## src/cts_pkg.sv

```systemverilog
// ----------------------------------------------------------------------------
// cts_pkg
// Shared types, codes and field limits for the clock time-set editor.
// ----------------------------------------------------------------------------
package cts_pkg;

  // Button function codes
  localparam logic [1:0] FUNC_NEXT = 2'd0;
  localparam logic [1:0] FUNC_INC  = 2'd1;
  localparam logic [1:0] FUNC_DEC  = 2'd2;

  // Edit mode, one-hot
  typedef enum logic [7:0] {
    MODE_IDLE    = 8'b0000_0001,
    MODE_HOUR    = 8'b0000_0010,
    MODE_MINUTE  = 8'b0000_0100,
    MODE_SECOND  = 8'b0000_1000,
    MODE_YEAR    = 8'b0001_0000,
    MODE_MONTH   = 8'b0010_0000,
    MODE_DAY     = 8'b0100_0000,
    MODE_WEEKDAY = 8'b1000_0000
  } mode_t;

  // Encoded edit mode as seen on the result word
  localparam logic [2:0] EMODE_IDLE    = 3'd0;
  localparam logic [2:0] EMODE_HOUR    = 3'd1;
  localparam logic [2:0] EMODE_MINUTE  = 3'd2;
  localparam logic [2:0] EMODE_SECOND  = 3'd3;
  localparam logic [2:0] EMODE_YEAR    = 3'd4;
  localparam logic [2:0] EMODE_MONTH   = 3'd5;
  localparam logic [2:0] EMODE_DAY     = 3'd6;
  localparam logic [2:0] EMODE_WEEKDAY = 3'd7;

  // Field limits, all held in the 7-bit stepper width
  localparam int unsigned STEP_W = 7;
  localparam logic [STEP_W-1:0] HOUR_MAX    = 7'd23;
  localparam logic [STEP_W-1:0] MINSEC_MAX  = 7'd59;
  localparam logic [STEP_W-1:0] YEAR_MAX    = 7'd99;
  localparam logic [STEP_W-1:0] MONTH_MAX   = 7'd12;
  localparam logic [STEP_W-1:0] WEEKDAY_MAX = 7'd6;
  localparam logic [STEP_W-1:0] ZERO_MIN    = 7'd0;
  localparam logic [STEP_W-1:0] ONE_MIN     = 7'd1;
  localparam logic [6:0]        YEAR_2100   = 7'd100;

  localparam logic [3:0] MONTH_FEB = 4'd2;
  localparam logic [3:0] MONTH_APR = 4'd4;
  localparam logic [3:0] MONTH_JUN = 4'd6;
  localparam logic [3:0] MONTH_SEP = 4'd9;
  localparam logic [3:0] MONTH_NOV = 4'd11;

  // Result word
  typedef struct packed {
    logic [2:0] edit_mode;
    logic [4:0] hour;
    logic [5:0] minute;
    logic [5:0] second;
    logic [6:0] year;
    logic [3:0] month;
    logic [4:0] day;
    logic [2:0] weekday;
    logic       commit;
    logic       tick_enabled;
    logic       beep;
  } result_t;

  // One-hot mode to its 3-bit code
  function automatic logic [2:0] mode_code(mode_t m);
    logic [2:0] c;
    unique case (m)
      MODE_HOUR:    c = EMODE_HOUR;
      MODE_MINUTE:  c = EMODE_MINUTE;
      MODE_SECOND:  c = EMODE_SECOND;
      MODE_YEAR:    c = EMODE_YEAR;
      MODE_MONTH:   c = EMODE_MONTH;
      MODE_DAY:     c = EMODE_DAY;
      MODE_WEEKDAY: c = EMODE_WEEKDAY;
      default:      c = EMODE_IDLE;
    endcase
    return c;
  endfunction

  // Leap year for 2000+yoff; yoff < 128 so only 2000 and 2100 are centuries
  function automatic logic is_leap(logic [6:0] yoff);
    return (yoff[1:0] == 2'b00) && (yoff != YEAR_2100);
  endfunction

  // Days in month; out-of-range months count as 31
  function automatic logic [4:0] month_len(logic [3:0] m, logic [6:0] yoff);
    logic [4:0] len;
    if (m == MONTH_FEB) begin
      len = is_leap(yoff) ? 5'd29 : 5'd28;
    end else if (m == MONTH_APR || m == MONTH_JUN || m == MONTH_SEP || m == MONTH_NOV) begin
      len = 5'd30;
    end else begin
      len = 5'd31;
    end
    return len;
  endfunction

  // Wrapping step up or down within lo..hi
  function automatic logic [STEP_W-1:0] step_val(logic [STEP_W-1:0] v,
                                                 logic [STEP_W-1:0] lo,
                                                 logic [STEP_W-1:0] hi,
                                                 logic              up);
    logic [STEP_W-1:0] r;
    if (up) begin
      r = (v >= hi || v < lo) ? lo : v + 7'd1;
    end else begin
      r = (v <= lo || v > hi) ? hi : v - 7'd1;
    end
    return r;
  endfunction

endpackage

```

## src/cts_if.sv

```systemverilog
// ----------------------------------------------------------------------------
// cts_in_if / cts_out_if
// Valid/ready channels carrying button words and result words.
// ----------------------------------------------------------------------------
interface cts_in_if;
  logic       valid;
  logic       ready;
  logic [1:0] func;
  logic [4:0] rtc_hour;
  logic [5:0] rtc_minute;
  logic [5:0] rtc_second;
  logic [6:0] rtc_year;
  logic [3:0] rtc_month;
  logic [4:0] rtc_day;
  logic [2:0] rtc_weekday;

  modport source (output valid, func, rtc_hour, rtc_minute, rtc_second, rtc_year,
                  rtc_month, rtc_day, rtc_weekday, input ready);
  modport sink   (input valid, func, rtc_hour, rtc_minute, rtc_second, rtc_year,
                  rtc_month, rtc_day, rtc_weekday, output ready);
endinterface

interface cts_out_if;
  logic       valid;
  logic       ready;
  logic [2:0] edit_mode;
  logic [4:0] hour;
  logic [5:0] minute;
  logic [5:0] second;
  logic [6:0] year;
  logic [3:0] month;
  logic [4:0] day;
  logic [2:0] weekday;
  logic       commit;
  logic       tick_enabled;
  logic       beep;

  modport source (output valid, edit_mode, hour, minute, second, year, month, day,
                  weekday, commit, tick_enabled, beep, input ready);
  modport sink   (input valid, edit_mode, hour, minute, second, year, month, day,
                  weekday, commit, tick_enabled, beep, output ready);
endinterface

```

## src/clock_time_set_editor.sv

```systemverilog
// ----------------------------------------------------------------------------
// clock_time_set_editor
// A result word appears in the cycle after its button word is taken.
// Throughput: one word per cycle while out_ch.ready holds; the single
//   output register is refilled in the same cycle it is drained.
// Reset (rst_n, synchronous): mode idle, all held fields zero, output empty.
// ----------------------------------------------------------------------------
module clock_time_set_editor
  import cts_pkg::*;
(
  input  logic      clk,
  input  logic      rst_n,
  cts_in_if.sink    in_ch,
  cts_out_if.source out_ch
);

  mode_t       mode_r, mode_nxt;
  logic [4:0]  hour_r, hour_nxt;
  logic [5:0]  minute_r, minute_nxt;
  logic [5:0]  second_r, second_nxt;
  logic [6:0]  year_r, year_nxt;
  logic [3:0]  month_r, month_nxt;
  logic [4:0]  day_r, day_nxt;
  logic [2:0]  weekday_r, weekday_nxt;
  logic        commit, beep;
  logic        accept;

  logic        out_valid_r;
  result_t     res_r, res_nxt;

  // stepper operands
  logic [STEP_W-1:0] step_v, step_lo, step_hi, step_res;
  logic              step_up;

  // Input taken whenever the output register is empty or being drained
  assign in_ch.ready = !out_valid_r || out_ch.ready;
  assign accept      = in_ch.valid && in_ch.ready;

  // Select the field under edit for the shared stepper
  always_comb begin
    step_v  = ZERO_MIN;
    step_lo = ZERO_MIN;
    step_hi = HOUR_MAX;
    unique case (mode_r)
      MODE_HOUR: begin
        step_v = {2'b00, hour_r};
      end
      MODE_MINUTE: begin
        step_v  = {1'b0, minute_r};
        step_hi = MINSEC_MAX;
      end
      MODE_SECOND: begin
        step_v  = {1'b0, second_r};
        step_hi = MINSEC_MAX;
      end
      MODE_YEAR: begin
        step_v  = year_r;
        step_hi = YEAR_MAX;
      end
      MODE_MONTH: begin
        step_v  = {3'b000, month_r};
        step_lo = ONE_MIN;
        step_hi = MONTH_MAX;
      end
      MODE_DAY: begin
        step_v  = {2'b00, day_r};
        step_lo = ONE_MIN;
        step_hi = {2'b00, month_len(month_r, year_r)};
      end
      MODE_WEEKDAY: begin
        step_v  = {4'b0000, weekday_r};
        step_hi = WEEKDAY_MAX;
      end
      default: begin
        step_v = ZERO_MIN;
      end
    endcase
  end

  assign step_up  = (in_ch.func == FUNC_INC);
  assign step_res = step_val(step_v, step_lo, step_hi, step_up);

  // Next state for an accepted button word
  always_comb begin
    mode_nxt    = mode_r;
    hour_nxt    = hour_r;
    minute_nxt  = minute_r;
    second_nxt  = second_r;
    year_nxt    = year_r;
    month_nxt   = month_r;
    day_nxt     = day_r;
    weekday_nxt = weekday_r;
    commit      = 1'b0;
    beep        = 1'b0;
    unique case (in_ch.func)
      FUNC_NEXT: begin
        beep = 1'b1;
        unique case (mode_r)
          MODE_IDLE: begin
            // capture live RTC and freeze it for editing
            mode_nxt    = MODE_HOUR;
            hour_nxt    = in_ch.rtc_hour;
            minute_nxt  = in_ch.rtc_minute;
            second_nxt  = in_ch.rtc_second;
            year_nxt    = in_ch.rtc_year;
            month_nxt   = in_ch.rtc_month;
            day_nxt     = in_ch.rtc_day;
            weekday_nxt = in_ch.rtc_weekday;
          end
          MODE_HOUR:    mode_nxt = MODE_MINUTE;
          MODE_MINUTE:  mode_nxt = MODE_SECOND;
          MODE_SECOND:  mode_nxt = MODE_YEAR;
          MODE_YEAR:    mode_nxt = MODE_MONTH;
          MODE_MONTH:   mode_nxt = MODE_DAY;
          MODE_DAY:     mode_nxt = MODE_WEEKDAY;
          default: begin
            // leaving weekday: write back and restart ticking
            mode_nxt = MODE_IDLE;
            commit   = 1'b1;
          end
        endcase
      end
      FUNC_INC, FUNC_DEC: begin
        if (mode_r != MODE_IDLE) begin
          beep = 1'b1;
          unique case (mode_r)
            MODE_HOUR:    hour_nxt    = step_res[4:0];
            MODE_MINUTE:  minute_nxt  = step_res[5:0];
            MODE_SECOND:  second_nxt  = step_res[5:0];
            MODE_YEAR:    year_nxt    = step_res;
            MODE_MONTH:   month_nxt   = step_res[3:0];
            MODE_DAY:     day_nxt     = step_res[4:0];
            default:      weekday_nxt = step_res[2:0];
          endcase
        end
      end
      default: begin
        // unused code, ignored
        beep = 1'b0;
      end
    endcase
  end

  // Result word from the updated state
  always_comb begin
    res_nxt.edit_mode    = mode_code(mode_nxt);
    res_nxt.hour         = hour_nxt;
    res_nxt.minute       = minute_nxt;
    res_nxt.second       = second_nxt;
    res_nxt.year         = year_nxt;
    res_nxt.month        = month_nxt;
    res_nxt.day          = day_nxt;
    res_nxt.weekday      = weekday_nxt;
    res_nxt.commit       = commit;
    res_nxt.tick_enabled = (mode_nxt == MODE_IDLE);
    res_nxt.beep         = beep;
  end

  // Edit state
  always_ff @(posedge clk) begin
    if (!rst_n) begin
      mode_r    <= MODE_IDLE;
      hour_r    <= '0;
      minute_r  <= '0;
      second_r  <= '0;
      year_r    <= '0;
      month_r   <= '0;
      day_r     <= '0;
      weekday_r <= '0;
    end else if (accept) begin
      mode_r    <= mode_nxt;
      hour_r    <= hour_nxt;
      minute_r  <= minute_nxt;
      second_r  <= second_nxt;
      year_r    <= year_nxt;
      month_r   <= month_nxt;
      day_r     <= day_nxt;
      weekday_r <= weekday_nxt;
    end
  end

  // Output register
  always_ff @(posedge clk) begin
    if (!rst_n) begin
      out_valid_r <= 1'b0;
    end else if (accept) begin
      out_valid_r <= 1'b1;
    end else if (out_ch.ready) begin
      out_valid_r <= 1'b0;
    end
  end

  always_ff @(posedge clk) begin
    if (accept) begin
      res_r <= res_nxt;
    end
  end

  assign out_ch.valid        = out_valid_r;
  assign out_ch.edit_mode    = res_r.edit_mode;
  assign out_ch.hour         = res_r.hour;
  assign out_ch.minute       = res_r.minute;
  assign out_ch.second       = res_r.second;
  assign out_ch.year         = res_r.year;
  assign out_ch.month        = res_r.month;
  assign out_ch.day          = res_r.day;
  assign out_ch.weekday      = res_r.weekday;
  assign out_ch.commit       = res_r.commit;
  assign out_ch.tick_enabled = res_r.tick_enabled;
  assign out_ch.beep         = res_r.beep;

endmodule
```

## src/flat_wrapper.sv

```systemverilog
// flat-port wrapper written by rule: the top's interface ports become plain ports
module clock_time_set_editor_flat import cts_pkg::*;
  (clk, rst_n, in_ch_valid, in_ch_func, in_ch_rtc_hour, in_ch_rtc_minute, in_ch_rtc_second, in_ch_rtc_year, in_ch_rtc_month, in_ch_rtc_day, in_ch_rtc_weekday, in_ch_ready, out_ch_valid, out_ch_edit_mode, out_ch_hour, out_ch_minute, out_ch_second, out_ch_year, out_ch_month, out_ch_day, out_ch_weekday, out_ch_commit, out_ch_tick_enabled, out_ch_beep, out_ch_ready);
  cts_in_if in_ch_i ();
  cts_out_if out_ch_i ();
  input  logic clk;
  input  logic rst_n;
  input wire logic [$bits(in_ch_i.valid)-1:0] in_ch_valid;
  input wire logic [$bits(in_ch_i.func)-1:0] in_ch_func;
  input wire logic [$bits(in_ch_i.rtc_hour)-1:0] in_ch_rtc_hour;
  input wire logic [$bits(in_ch_i.rtc_minute)-1:0] in_ch_rtc_minute;
  input wire logic [$bits(in_ch_i.rtc_second)-1:0] in_ch_rtc_second;
  input wire logic [$bits(in_ch_i.rtc_year)-1:0] in_ch_rtc_year;
  input wire logic [$bits(in_ch_i.rtc_month)-1:0] in_ch_rtc_month;
  input wire logic [$bits(in_ch_i.rtc_day)-1:0] in_ch_rtc_day;
  input wire logic [$bits(in_ch_i.rtc_weekday)-1:0] in_ch_rtc_weekday;
  output wire logic [$bits(in_ch_i.ready)-1:0] in_ch_ready;
  output wire logic [$bits(out_ch_i.valid)-1:0] out_ch_valid;
  output wire logic [$bits(out_ch_i.edit_mode)-1:0] out_ch_edit_mode;
  output wire logic [$bits(out_ch_i.hour)-1:0] out_ch_hour;
  output wire logic [$bits(out_ch_i.minute)-1:0] out_ch_minute;
  output wire logic [$bits(out_ch_i.second)-1:0] out_ch_second;
  output wire logic [$bits(out_ch_i.year)-1:0] out_ch_year;
  output wire logic [$bits(out_ch_i.month)-1:0] out_ch_month;
  output wire logic [$bits(out_ch_i.day)-1:0] out_ch_day;
  output wire logic [$bits(out_ch_i.weekday)-1:0] out_ch_weekday;
  output wire logic [$bits(out_ch_i.commit)-1:0] out_ch_commit;
  output wire logic [$bits(out_ch_i.tick_enabled)-1:0] out_ch_tick_enabled;
  output wire logic [$bits(out_ch_i.beep)-1:0] out_ch_beep;
  input wire logic [$bits(out_ch_i.ready)-1:0] out_ch_ready;
  assign in_ch_i.valid = in_ch_valid;
  assign in_ch_i.func = in_ch_func;
  assign in_ch_i.rtc_hour = in_ch_rtc_hour;
  assign in_ch_i.rtc_minute = in_ch_rtc_minute;
  assign in_ch_i.rtc_second = in_ch_rtc_second;
  assign in_ch_i.rtc_year = in_ch_rtc_year;
  assign in_ch_i.rtc_month = in_ch_rtc_month;
  assign in_ch_i.rtc_day = in_ch_rtc_day;
  assign in_ch_i.rtc_weekday = in_ch_rtc_weekday;
  assign in_ch_ready = in_ch_i.ready;
  assign out_ch_valid = out_ch_i.valid;
  assign out_ch_edit_mode = out_ch_i.edit_mode;
  assign out_ch_hour = out_ch_i.hour;
  assign out_ch_minute = out_ch_i.minute;
  assign out_ch_second = out_ch_i.second;
  assign out_ch_year = out_ch_i.year;
  assign out_ch_month = out_ch_i.month;
  assign out_ch_day = out_ch_i.day;
  assign out_ch_weekday = out_ch_i.weekday;
  assign out_ch_commit = out_ch_i.commit;
  assign out_ch_tick_enabled = out_ch_i.tick_enabled;
  assign out_ch_beep = out_ch_i.beep;
  assign out_ch_i.ready = out_ch_ready;
  clock_time_set_editor u_core (.clk(clk), .rst_n(rst_n), .in_ch(in_ch_i), .out_ch(out_ch_i));
endmodule
```

## config.mk

```make
export PLATFORM = sky130hd
export DESIGN_NAME = clock_time_set_editor_flat
export DESIGN_NICKNAME = d
export VERILOG_FILES = /design/src/cts_pkg.sv /design/src/cts_if.sv /design/src/clock_time_set_editor.sv /design/src/flat_wrapper.sv
export SDC_FILE = /design/constraint.sdc
export NUM_CORES = 1
export LEC_CHECK = 0
export BUFFER_PORTS_ARGS = -buffer_cell sky130_fd_sc_hd__buf_2
export CAP_MARGIN = 20
export CORE_MARGIN = 2
export CORE_UTILIZATION = 52
export CTS_CLUSTER_DIAMETER = 50
export DETAILED_ROUTE_END_ITERATION = 6
export PLACE_DENSITY = 0.77
export RECOVER_POWER = 100
export SYNTH_ARGS = -nofsm -noshare
export SYNTH_HDL_FRONTEND = slang
export SYNTH_SLANG_ARGS = --single-unit
```

## constraint.sdc

```tcl
create_clock -name clk -period 3.9 [get_ports clk]
set_input_delay 0.78 -clock clk [delete_from_list [all_inputs] [get_ports clk]]
set_output_delay 0.78 -clock clk [all_outputs]
set_load 0.03 [all_outputs]
```

# Word level (Yosys, flattened, before mapping)

Index checks and enable logic that the tools add are counted.

Output and inout port bits: 44
Bits in registers: 87
Input port bits: 42
Logic and storage cells: 113

Add/subtract/negate cells: 2
Reductions and logical operators: 17
Multiplexer cells: 45
$lt $le $gt $ge: 4
Equal/unequal tests: 25

Operators with widths:

| cell                                                                    | number |
|---|---|
| 8-bit case mux with 7 select lines                                      | 1 |
| 7-bit case mux with 7 select lines                                      | 1 |
| 7-bit two-way mux                                                       | 6 |
| 6-bit two-way mux                                                       | 6 |
| 5-bit two-way mux                                                       | 7 |
| 7-bit case mux with 5 select lines                                      | 1 |
| 6-bit case mux with 2 select lines                                      | 2 |
| 3-bit case mux with 7 select lines                                      | 1 |
| 5-bit case mux with 2 select lines                                      | 2 |
| 8-bit by 1-bit equality test with 1-bit output, second input constant   | 2 |
| 8-bit by 2-bit equality test with 1-bit output, second input constant   | 2 |
| 8-bit by 3-bit equality test with 1-bit output, second input constant   | 2 |
| 8-bit by 4-bit equality test with 1-bit output, second input constant   | 2 |
| 8-bit by 5-bit equality test with 1-bit output, second input constant   | 2 |
| 8-bit by 6-bit equality test with 1-bit output, second input constant   | 2 |
| 8-bit by 7-bit equality test with 1-bit output, second input constant   | 2 |
| 8-bit equality test, second input constant                              | 2 |
| 7-bit case mux with 2 select lines                                      | 1 |
| 4-bit two-way mux                                                       | 3 |
| 3-bit two-way mux                                                       | 3 |
| 4-bit by 3-bit equality test with 1-bit output, second input constant   | 2 |
| 4-bit equality test, second input constant                              | 2 |
| 8-bit two-way mux                                                       | 1 |
| 8-bit by 1-bit inequality test with 1-bit output, second input constant | 1 |
| other kinds (22)                                                        | 37 |

# Logic depth before layout (Yosys ltp)

Gate-level depths: netlist (run 1).

Word-level depth: 14
Depth in mapped cells: 20
Gate-level depth less buffers: 15

# Least setup slack after synthesis (run 1)

No wires, ideal clock.

Path kind: reg-to-reg
Start: register u_core.mode_r[1]
End: register u_core.res_r (netlist bit u_core.out_ch.minute[0]) (data pin)
Path buffers: 5
Slack: -0.119 ns
Cell stages (with the launch flop): 20
Required time: 3.742 ns
Clock period less this slack: 4.019 ns
Arrival: 3.862 ns
Setup time: 0.158 ns
Path through: dfxtp_1 -> buf_2 -> nor4b_2 -> and2_0 -> buf_2 -> a211oi_1 -> buf_2 -> inv_1 -> ha_1 -> o21ai_0 -> a21oi_1 -> o22ai_1 -> nor2b_1 -> buf_1 -> nor3b_1 -> or4_1 -> a21oi_1 -> buf_2 -> nand2_1 -> o211ai_1

Longest elaborated chain between the ends: 10
Elaborated cells between the ends (all ways): 29
Those cells by class: add/sub: 2; order compare: 4; eq/ne: 9; mux: 10; reduce/logical: 4

RTL lines:

| what                                                                           | RTL line                                                  | RTL |
|---|---|---|
| from (decl)                                                                    | clock_time_set_editor.sv:17                               | `mode_t mode_r, mode_nxt;` |
| from (signal assigned)                                                         | clock_time_set_editor.sv:171                              | `mode_r <= mode_nxt;` |
| 8-bit by 3-bit equality test with 1-bit output, or another cell as far along   | clock_time_set_editor.sv:44, clock_time_set_editor.sv:126 |  |
| 2-bit OR reduction (no source line)                                            | --                                                        |  |
| 7-bit case mux with 5 select lines / 1-bit two-way mux (equally long branches) | clock_time_set_editor.sv:44                               | `unique case (mode_r)` |
| 7-bit > comparator, or another cell as far along                               | cts_pkg.sv:109                                            | `r = (v <= lo \|\| v > hi) ? hi : v - 7'd1;` |
| 1-bit logical OR (on tied branches)                                            | cts_pkg.sv:109, cts_pkg.sv:107                            |  |
| 7-bit two-way mux (on tied branches)                                           | cts_pkg.sv:109, cts_pkg.sv:107                            |  |
| 7-bit two-way mux                                                              | cts_pkg.sv:106                                            | `if (up) begin` |
| 6-bit two-way mux                                                              | clock_time_set_editor.sv:126                              | `unique case (mode_r)` |
| 6-bit two-way mux                                                              | clock_time_set_editor.sv:124                              | `if (mode_r != MODE_IDLE) begin` |
| 6-bit case mux with 2 select lines (*)                                         | clock_time_set_editor.sv:95                               | `unique case (in_ch.func)` |
| named net u_core.minute_nxt[0]                                                 | clock_time_set_editor.sv:19                               | `logic [5:0] minute_r, minute_nxt;` |
| to (signal assigned)                                                           | clock_time_set_editor.sv:195                              | `res_r <= res_nxt;` |
| to (decl)                                                                      | clock_time_set_editor.sv:29                               | `result_t res_r, res_nxt;` |

The timed path passes the listed nets; every way through them passes the cells marked *.
A chain may end at the register's enable or synchronous reset.

# Worst setup path in the final report (run 1)

Start: register u_core.mode_r[7]
End: register u_core.res_r (netlist bit u_core.out_ch.minute[0]) (data pin)

The elaborated chain is that of the path after synthesis.

==> results.md, run 1 <==
- Status: complete, but fails checks
- Failing checks: DRC, capacitance limit, slew limit, setup timing
- IO buf count: 85
- CP required: 4.13 ns
- WL final: 23100 µm
- Starting Density: around 53%
- Worst-case clock buffer depth: 2
- Hold crit path type: reg -> reg
- H-tree levels: 3
- Share of cells above drive strength 1: 28.8%
- Die H: around 110 µm
- Residual DRC count: 5
- Period utilisation layout: 104%
- Post-synthesis cell count: 708
- Antenna cells: 0
- Most used routing layer: met2
- Post-synth EDFFs: 42
- Worst EP arrival: around 4.3 ns
- Die area: 12000 µm²
- Primary FF master, synth: dfxtp_1
- IR drop worst, VDD: between 0.2 and 0.25 mV
- # placed instances: 986
- CP max FO: 6
- Post-DP HPWL: approximately 17000 µm
- Final hold violation count: 0
- Crit path max-delay family: simple AND/OR/NAND/NOR gates
- Sink Count: 87
- Fillcell total: 890
- Routed WL per cell: between 20 and 25 µm
- Core Area: 10800 µm²
- Layout Utilization: 69.8%
- WS Path Type: reg -> reg
- CTS Root Buffer Type: clkbuf_8
- Final GP Congestion: approximately 1.1
- Max Clk Rate: 248 MHz
- CTS tree: yes
- First-pass GRT wire length: approximately 34000 µm
- Finish-stage setup viols: 36
- Cts-stage hold buffer count: 0
- Register area share after synthesis: between 30% and 40%
- Met2 Use GR: 59.6%
- Vias per cell: 6.61
- Clk_skew: 0.0148 ns
- Ports: 86
- Synth cell types: 79
- Slowest CP cell: or4_4
- YS warnings: 0
- Post-DRT Antenna Nets: 0
- Critical path's most frequent cell: or4_4
- Cells along the critical path: or4_4, or4_4, o211ai_1, ha_1, nor3_2, nor2_1, o22ai_2, nand2_2, and3_4, or4_4, a21oi_2, buf_6, nand2_1, o211ai_1
- Synthesized area: between 5000 and 6000 µm²
- DRT Pass-1 Iters: 7
- Area Growth Syn to Fin: 30.5%
- Vias in the first global route: 6185
- Clock slew at reported path FFs: 0.10 ns
- Total GRT Usage: 38.1%
- Final Worst Setup Slack: -0.140 ns
- Global route total overflow: 0
- LEAKAGE: around 0.003 µW
- Most frequent cells in the layout: 120 x nand2_1, 92 x buf_4, 51 x clkbuf_1
- Commonest non-fill, non-tap cell in the layout: nand2_1
- CTS Buf Count: 9
- Iter 0 DRT Violations: roughly 840
- Fin cells: 1014
- M3 GR Usage: 9.60%
- Grt met1 use: approximately 49%
- CP max stage delay: around 0.57 ns
- Site Rows: 38
- Actual slew at the worst max-slew pin: 1.97 ns
- Nets: 924
- Fin. max-slew vios: 43
- Post-route minimum period: 4.04 ns
- Async SR Flop Fraction: 0%
- Max-cap violations: 1
- DIE WIDTH: 110 µm
- RSZ-0062 raised after global routing: true
- Buf+Inv Stages, Crit Path: 1
- Pin count of the biggest net entering global routing: 43
- Worst Setup Start Kind: register
- Slew margin rel.: -31.1%
- R2R Setup Slk: -0.14 ns
- Routed via count: between 6000 and 7000
- Synth Register Bits: 87
- Worst Setup End Kind: register
- Power Density: 290 nW/µm²
- Average cell area after synthesis: 8.18 µm²
- Worst-Skew Late Latency: 0.39 ns
- Syn_nets: 763
- Antenna violations before repair: 0
stage by stage:
step / setup TNS, ns / cell area, µm² / hold slack (ns) / worst slack, ns / total power (µW)
2_1_floorplan: 0 / 5800 / 0.468 / 0.0269 / 1340
3_3_place_gp: -2.37 / 6970 / 0.510 / -0.123 / 1500
3_5_place_dp: -8.12 / 6970 / 0.524 / -0.244 / 1510
4_1_cts: -0.0184 / 7200 / 0.540 / -0.00894 / 2160
5_1_grt: -8.73 / 7560 / 0.570 / -0.261 / 2260
6_report: -2.01 / 7560 / 0.555 / -0.140 / 2190
flip-flops by register name, summed over array words and instances (netlist names), 6 cells and up:
signal / cells
u_core.out_ch.minute: 6
u_core.out_ch.second: 6
u_core.out_ch.year: 7
u_core.year_r: 7
u_core.mode_r: 8
u_core.minute_r: 6
u_core.second_r: 6
final cells by class:
type	instances	area (µm²)	share of cell area, %
Multi-Input combinational cell	551	3690	48.7
Sequential cell	87	2170	28.7
Clock buffer	9	124	1.64
Clock inverter	7	80.1	1.06
Tap cell	140	175	2.32
Inverter	23	86.3	1.14
Timing Repair Buffer	197	1240	16.4
cell families (layout without fill, tap and decap cells):
kind of cell	after synthesis	in the layout	share of synthesized area, %
AND/OR/NAND/NOR	288	288	25.4
AO/OA/AOI/OAI	236	236	27.2
flip-flops	87	87	37.3
buffers and inverters	70	236	5.05
adder cells (fa/ha/maj)	13	13	2.81
XOR/XNOR	7	7	1.06
multiplexers	7	7	1.25
where the power goes:
| group | internal (µW) | switching (µW) | leakage, µW |
|---|---|---|---|
| Clock | 302 | 369 | 0.0000964 |
| Sequential | 1020 | 43.3 | 0.000793 |
| Combinational | 135 | 323 | 0.00212 |
| Total | 1460 | 735 | 0.00300 |
cell usage after synthesis, drive strengths merged, types with 12 or more instances:
cell,instances,area [µm²]
and3,12,80.1
a21oi,45,225
a31oi,20,125
nand3,23,115
o31ai,18,135
dfxtp,45,901
nand2,129,484
o21ai,57,289
edfxtp,42,1260
a22oi,36,275
buf,16,90.1
nor4,12,126
inv,22,82.6
clkbuf,31,116
nor2,37,141
ha,13,163
per-layer routing:
layer / vias up / part of all wire, %
met5: - / 0
met4: 0 / 5.3
met3: 104 / 11
met2: 487 / 46
met1: 3128 / 38
li1: 2983 / -
final timing paths:
| path | from | end | depth (start not counted) |
|---|---|---|---|
| setup / recovery | u_core.mode_r[7] | u_core.out_ch.minute[0] | 14 |
| hold / removal | u_core.minute_r[2] | u_core.minute_r[2] | 2 |
| setup reg to reg | u_core.mode_r[7] | u_core.out_ch.minute[0] | 14 |
| hold reg to reg | u_core.minute_r[2] | u_core.minute_r[2] | 2 |
worst min-delay path, cell delays in order (launching register included):
cell and delay [ns]:
dfxtp_1 0.37, nand2_1 0.08, o21ai_1 0.06
what timing repair did:
item / CTS / global route
setup endpoints to repair: 68 / 72
cloned: 0 / 0
pin swaps: 6 / 46
buffers inserted: 0 / 12
gates resized for setup: 10 / 96
No activity file was read; power rests on OpenSTA's default activity.
==> run 2: changes to the inputs <==
PLACE_DENSITY = not set   (was 0.77)
PLACE_DENSITY_LB_ADDON = 0.25   (was not set)
==> run 2 against run 1 <==
Effect of this change:
- the flow finishes with violations (setup timing)
- highest routed layer is now met5
- wire length grew 0.60%
- die area is the same
- hold slack lost 0.033 ns
==> results.md, run 2 (same netlist as run 1, synthesis figures left out) <==
- Status: complete, but fails checks
- Failing checks: setup timing
- CP required: 4.11 ns (-0.02 ns)
- CTS tree: yes
- Hold_sp: u_core.minute_r[2]
- Total GRT Usage: 38.6% (+0.51 points)
- Biggest register: u_core.mode_r
- Global route total overflow: 0 (unchanged)
- Crit path max-delay family: simple AND/OR/NAND/NOR gates
- CTS Root Buffer Type: clkbuf_8
- Final hold violation count: 0 (unchanged)
- Residual DRC count: 0 (-5)
- Core Area: 10800 µm² (unchanged)
- Hold WS: 0.523 ns (-0.0326 ns)
- Max Clk Rate: 249 MHz (+0.50%)
- Fin. max-slew vios: 0 (-100%)
- Clk_skew: 0.00917 ns (-0.00567 ns)
- Power Density: 280 nW/µm² (-3.4%)
- Hold path endpoint: u_core.minute_r[2]
- Site Rows: 38 (unchanged)
- Routed WL per cell: 22.5 µm (-1.3%)
- Vias per cell: 6.57 (-0.54%)
- Slew margin rel.: 33.3% (+64 points)
- Max FFs per register: 8 (unchanged)
- LEAKAGE: 0.00310 µW (+3.1%)
- Final Worst Setup Slack: -0.120 ns (+0.0201 ns)
- Sink Count: 87 (unchanged)
- Actual slew at the worst max-slew pin: 1.00 ns (-0.967 ns)
- Period utilisation layout: 103% (-0.52 points)
- R2R Setup Slk: -0.12 ns (+0.02 ns)
- FF-to-FF path depth: 19 (+5)
- Post-DRT Antenna Nets: 0 (unchanged)
- CTS Buf Count: 9 (unchanged)
- CP max FO: 8 (+2)
- Ports: 86 (unchanged)
- Antenna cells: 0 (unchanged)
- Buf+Inv Stages, Crit Path: 7 (+6)
- Clock slew at reported path FFs: 0.10 ns (about the same)
- Starting Density: 53.5% (unchanged)
- First-pass GRT wire length: 34900 µm (+1.8%)
- Cells along the critical path: nor2b_1, clkbuf_1, clkbuf_4, o21a_1, nor2_1, clkbuf_1, inv_1, ha_1, o21ai_0, a21oi_2, o22ai_2, nor2b_2, buf_4, nor3b_1, or4_4, a21oi_4, buf_6, inv_4, o31ai_4
- Slowest CP cell: or4_4
- Cts-stage hold buffer count: 0 (unchanged)
- Pin count of the biggest net entering global routing: 63 (+47%)
- Max-cap violations: 0 (-1)
- R2R Path End: u_core.out_ch.weekday[0]
- Hold crit path type: reg -> reg
- Die area: 12000 µm² (unchanged)
- CP max stage delay: 0.52 ns (-0.05 ns)
- Vias in the first global route: 6372 (+3.0%)
- Worst Setup End Kind: register
- H-tree levels: 3 (unchanged)
- WS Path Type: reg -> reg
- IO buf count: 85 (unchanged)
- Final GP Congestion: 1.05 (-0.48%)
- Post-route minimum period: 4.02 ns (-0.0201 ns)
- DIE WIDTH: 110 µm (unchanged)
- Commonest non-fill, non-tap cell in the layout: nand2_1
- Worst Setup Start Kind: register
- Area Growth Syn to Fin: 31.9%
- Worst EP arrival: 4.23 ns (-0.04 ns)
- IR drop worst, VDD: 0.213 mV (-11%)
- RSZ-0062 raised after global routing: true
- Iter 0 DRT Violations: 882 (+4.9%)
- Finish-stage setup viols: 27 (-25%)
- Nets: 944 (+2.2%)
- Hold Path Depth: 2 (unchanged)
- Final setup TNS: -1.64 ns (+0.365 ns)
- Worst-case clock buffer depth: 2 (unchanged)
- RR Startpoint: u_core.mode_r[3]
- DRT Pass-1 Iters: 6 (-1)
- Critical path's most frequent cell: clkbuf_1
- Routed via count: 6797 (+1.4%)
- Worst-Skew Late Latency: 0.37 ns (-0.02 ns)
- Die H: 110 µm (unchanged)
- WL final: 23300 µm (+0.60%)
- Share of cells above drive strength 1: 28.5% (-0.31 points)
- Post-DP HPWL: 16900 µm (-0.12%)
- Most frequent cells in the layout: 126 x nand2_1, 115 x buf_4, 49 x clkbuf_1
- Antenna violations before repair: 1 (+1)
[run 2: final cells by class]
| cell class | instances | area [µm²] |
|---|---|---|
| Tap cell | 140 | 175 |
| Clock buffer | 9 | 124 |
| Fill cell | 882 | 3200 |
| Multi-Input combinational cell | 551 | 3590 |
| Inverter | 23 | 88.8 |
| Timing Repair Buffer | 217 | 1440 |
| Sequential cell | 87 | 2170 |
| Clock inverter | 7 | 57.6 |
[run 2: what timing repair did]
action	CTS	global route
pin swaps	11	24
gates resized for setup	19	60
cloned	1	1
setup buffers	22	7
setup endpoints to repair	48	69
[run 2: how the worst max path moves through the flow]
stage                           startpoint                        to  slack [ns]  depth (start not counted)
final                     u_core.mode_r[3]  u_core.out_ch.weekday[0]       -0.12                         19
after global routing      u_core.mode_r[3]   u_core.out_ch.minute[0]       -0.27                         19
after CTS                 u_core.mode_r[7]  u_core.out_ch.weekday[0]       0.003                         14
after detailed placement  u_core.mode_r[0]  u_core.out_ch.weekday[0]       -0.24                         16
after global placement    u_core.mode_r[0]  u_core.out_ch.weekday[0]       -0.16                         16
after floorplan           u_core.mode_r[7]   u_core.out_ch.minute[0]        0.03                         17
[run 2: layer usage]
| layer | GRT usage [%] | vias up | share of wire, % |
|---|---|---|---|
| li1 | - | 3010 | - |
| met1 | 51.6 | 3147 | 38 |
| met2 | 59.7 | 539 | 45 |
| met3 | 8.48 | 99 | 12 |
| met4 | 17.7 | 2 | 4.3 |
| met5 | 0 | - | 0.056 |
[run 2: tightest hold or removal path, delay by kind of cell (launching register included)]
family           cells  cell delay (ns)
AND/OR/NAND/NOR      1             0.06
AO/OA/AOI/OAI        1             0.07
flip-flops           1             0.35
[run 2: per-stage QoR]
stage	area, µm²	utilization, %	cells	setup slack [ns]	power [µW]
after detailed placement	7020	64.7	991	-0.244	1510
after CTS	7450	68.7	1030	0.00253	2110
after global placement	7020	64.7	991	-0.162	1500
final	7640	70.5	1034	-0.120	2140
after global routing	7640	70.5	1034	-0.266	2200
after floorplan	5800	-	708	0.0269	1340
[run 2: power by group]
part	internal, µW	switching (µW)	leakage, µW	total (µW)
Combinational	144	322	0.00222	465
Sequential	1020	44.0	0.000793	1060
Clock	238	373	0.0000824	611
Total	1400	738	0.00310	2140
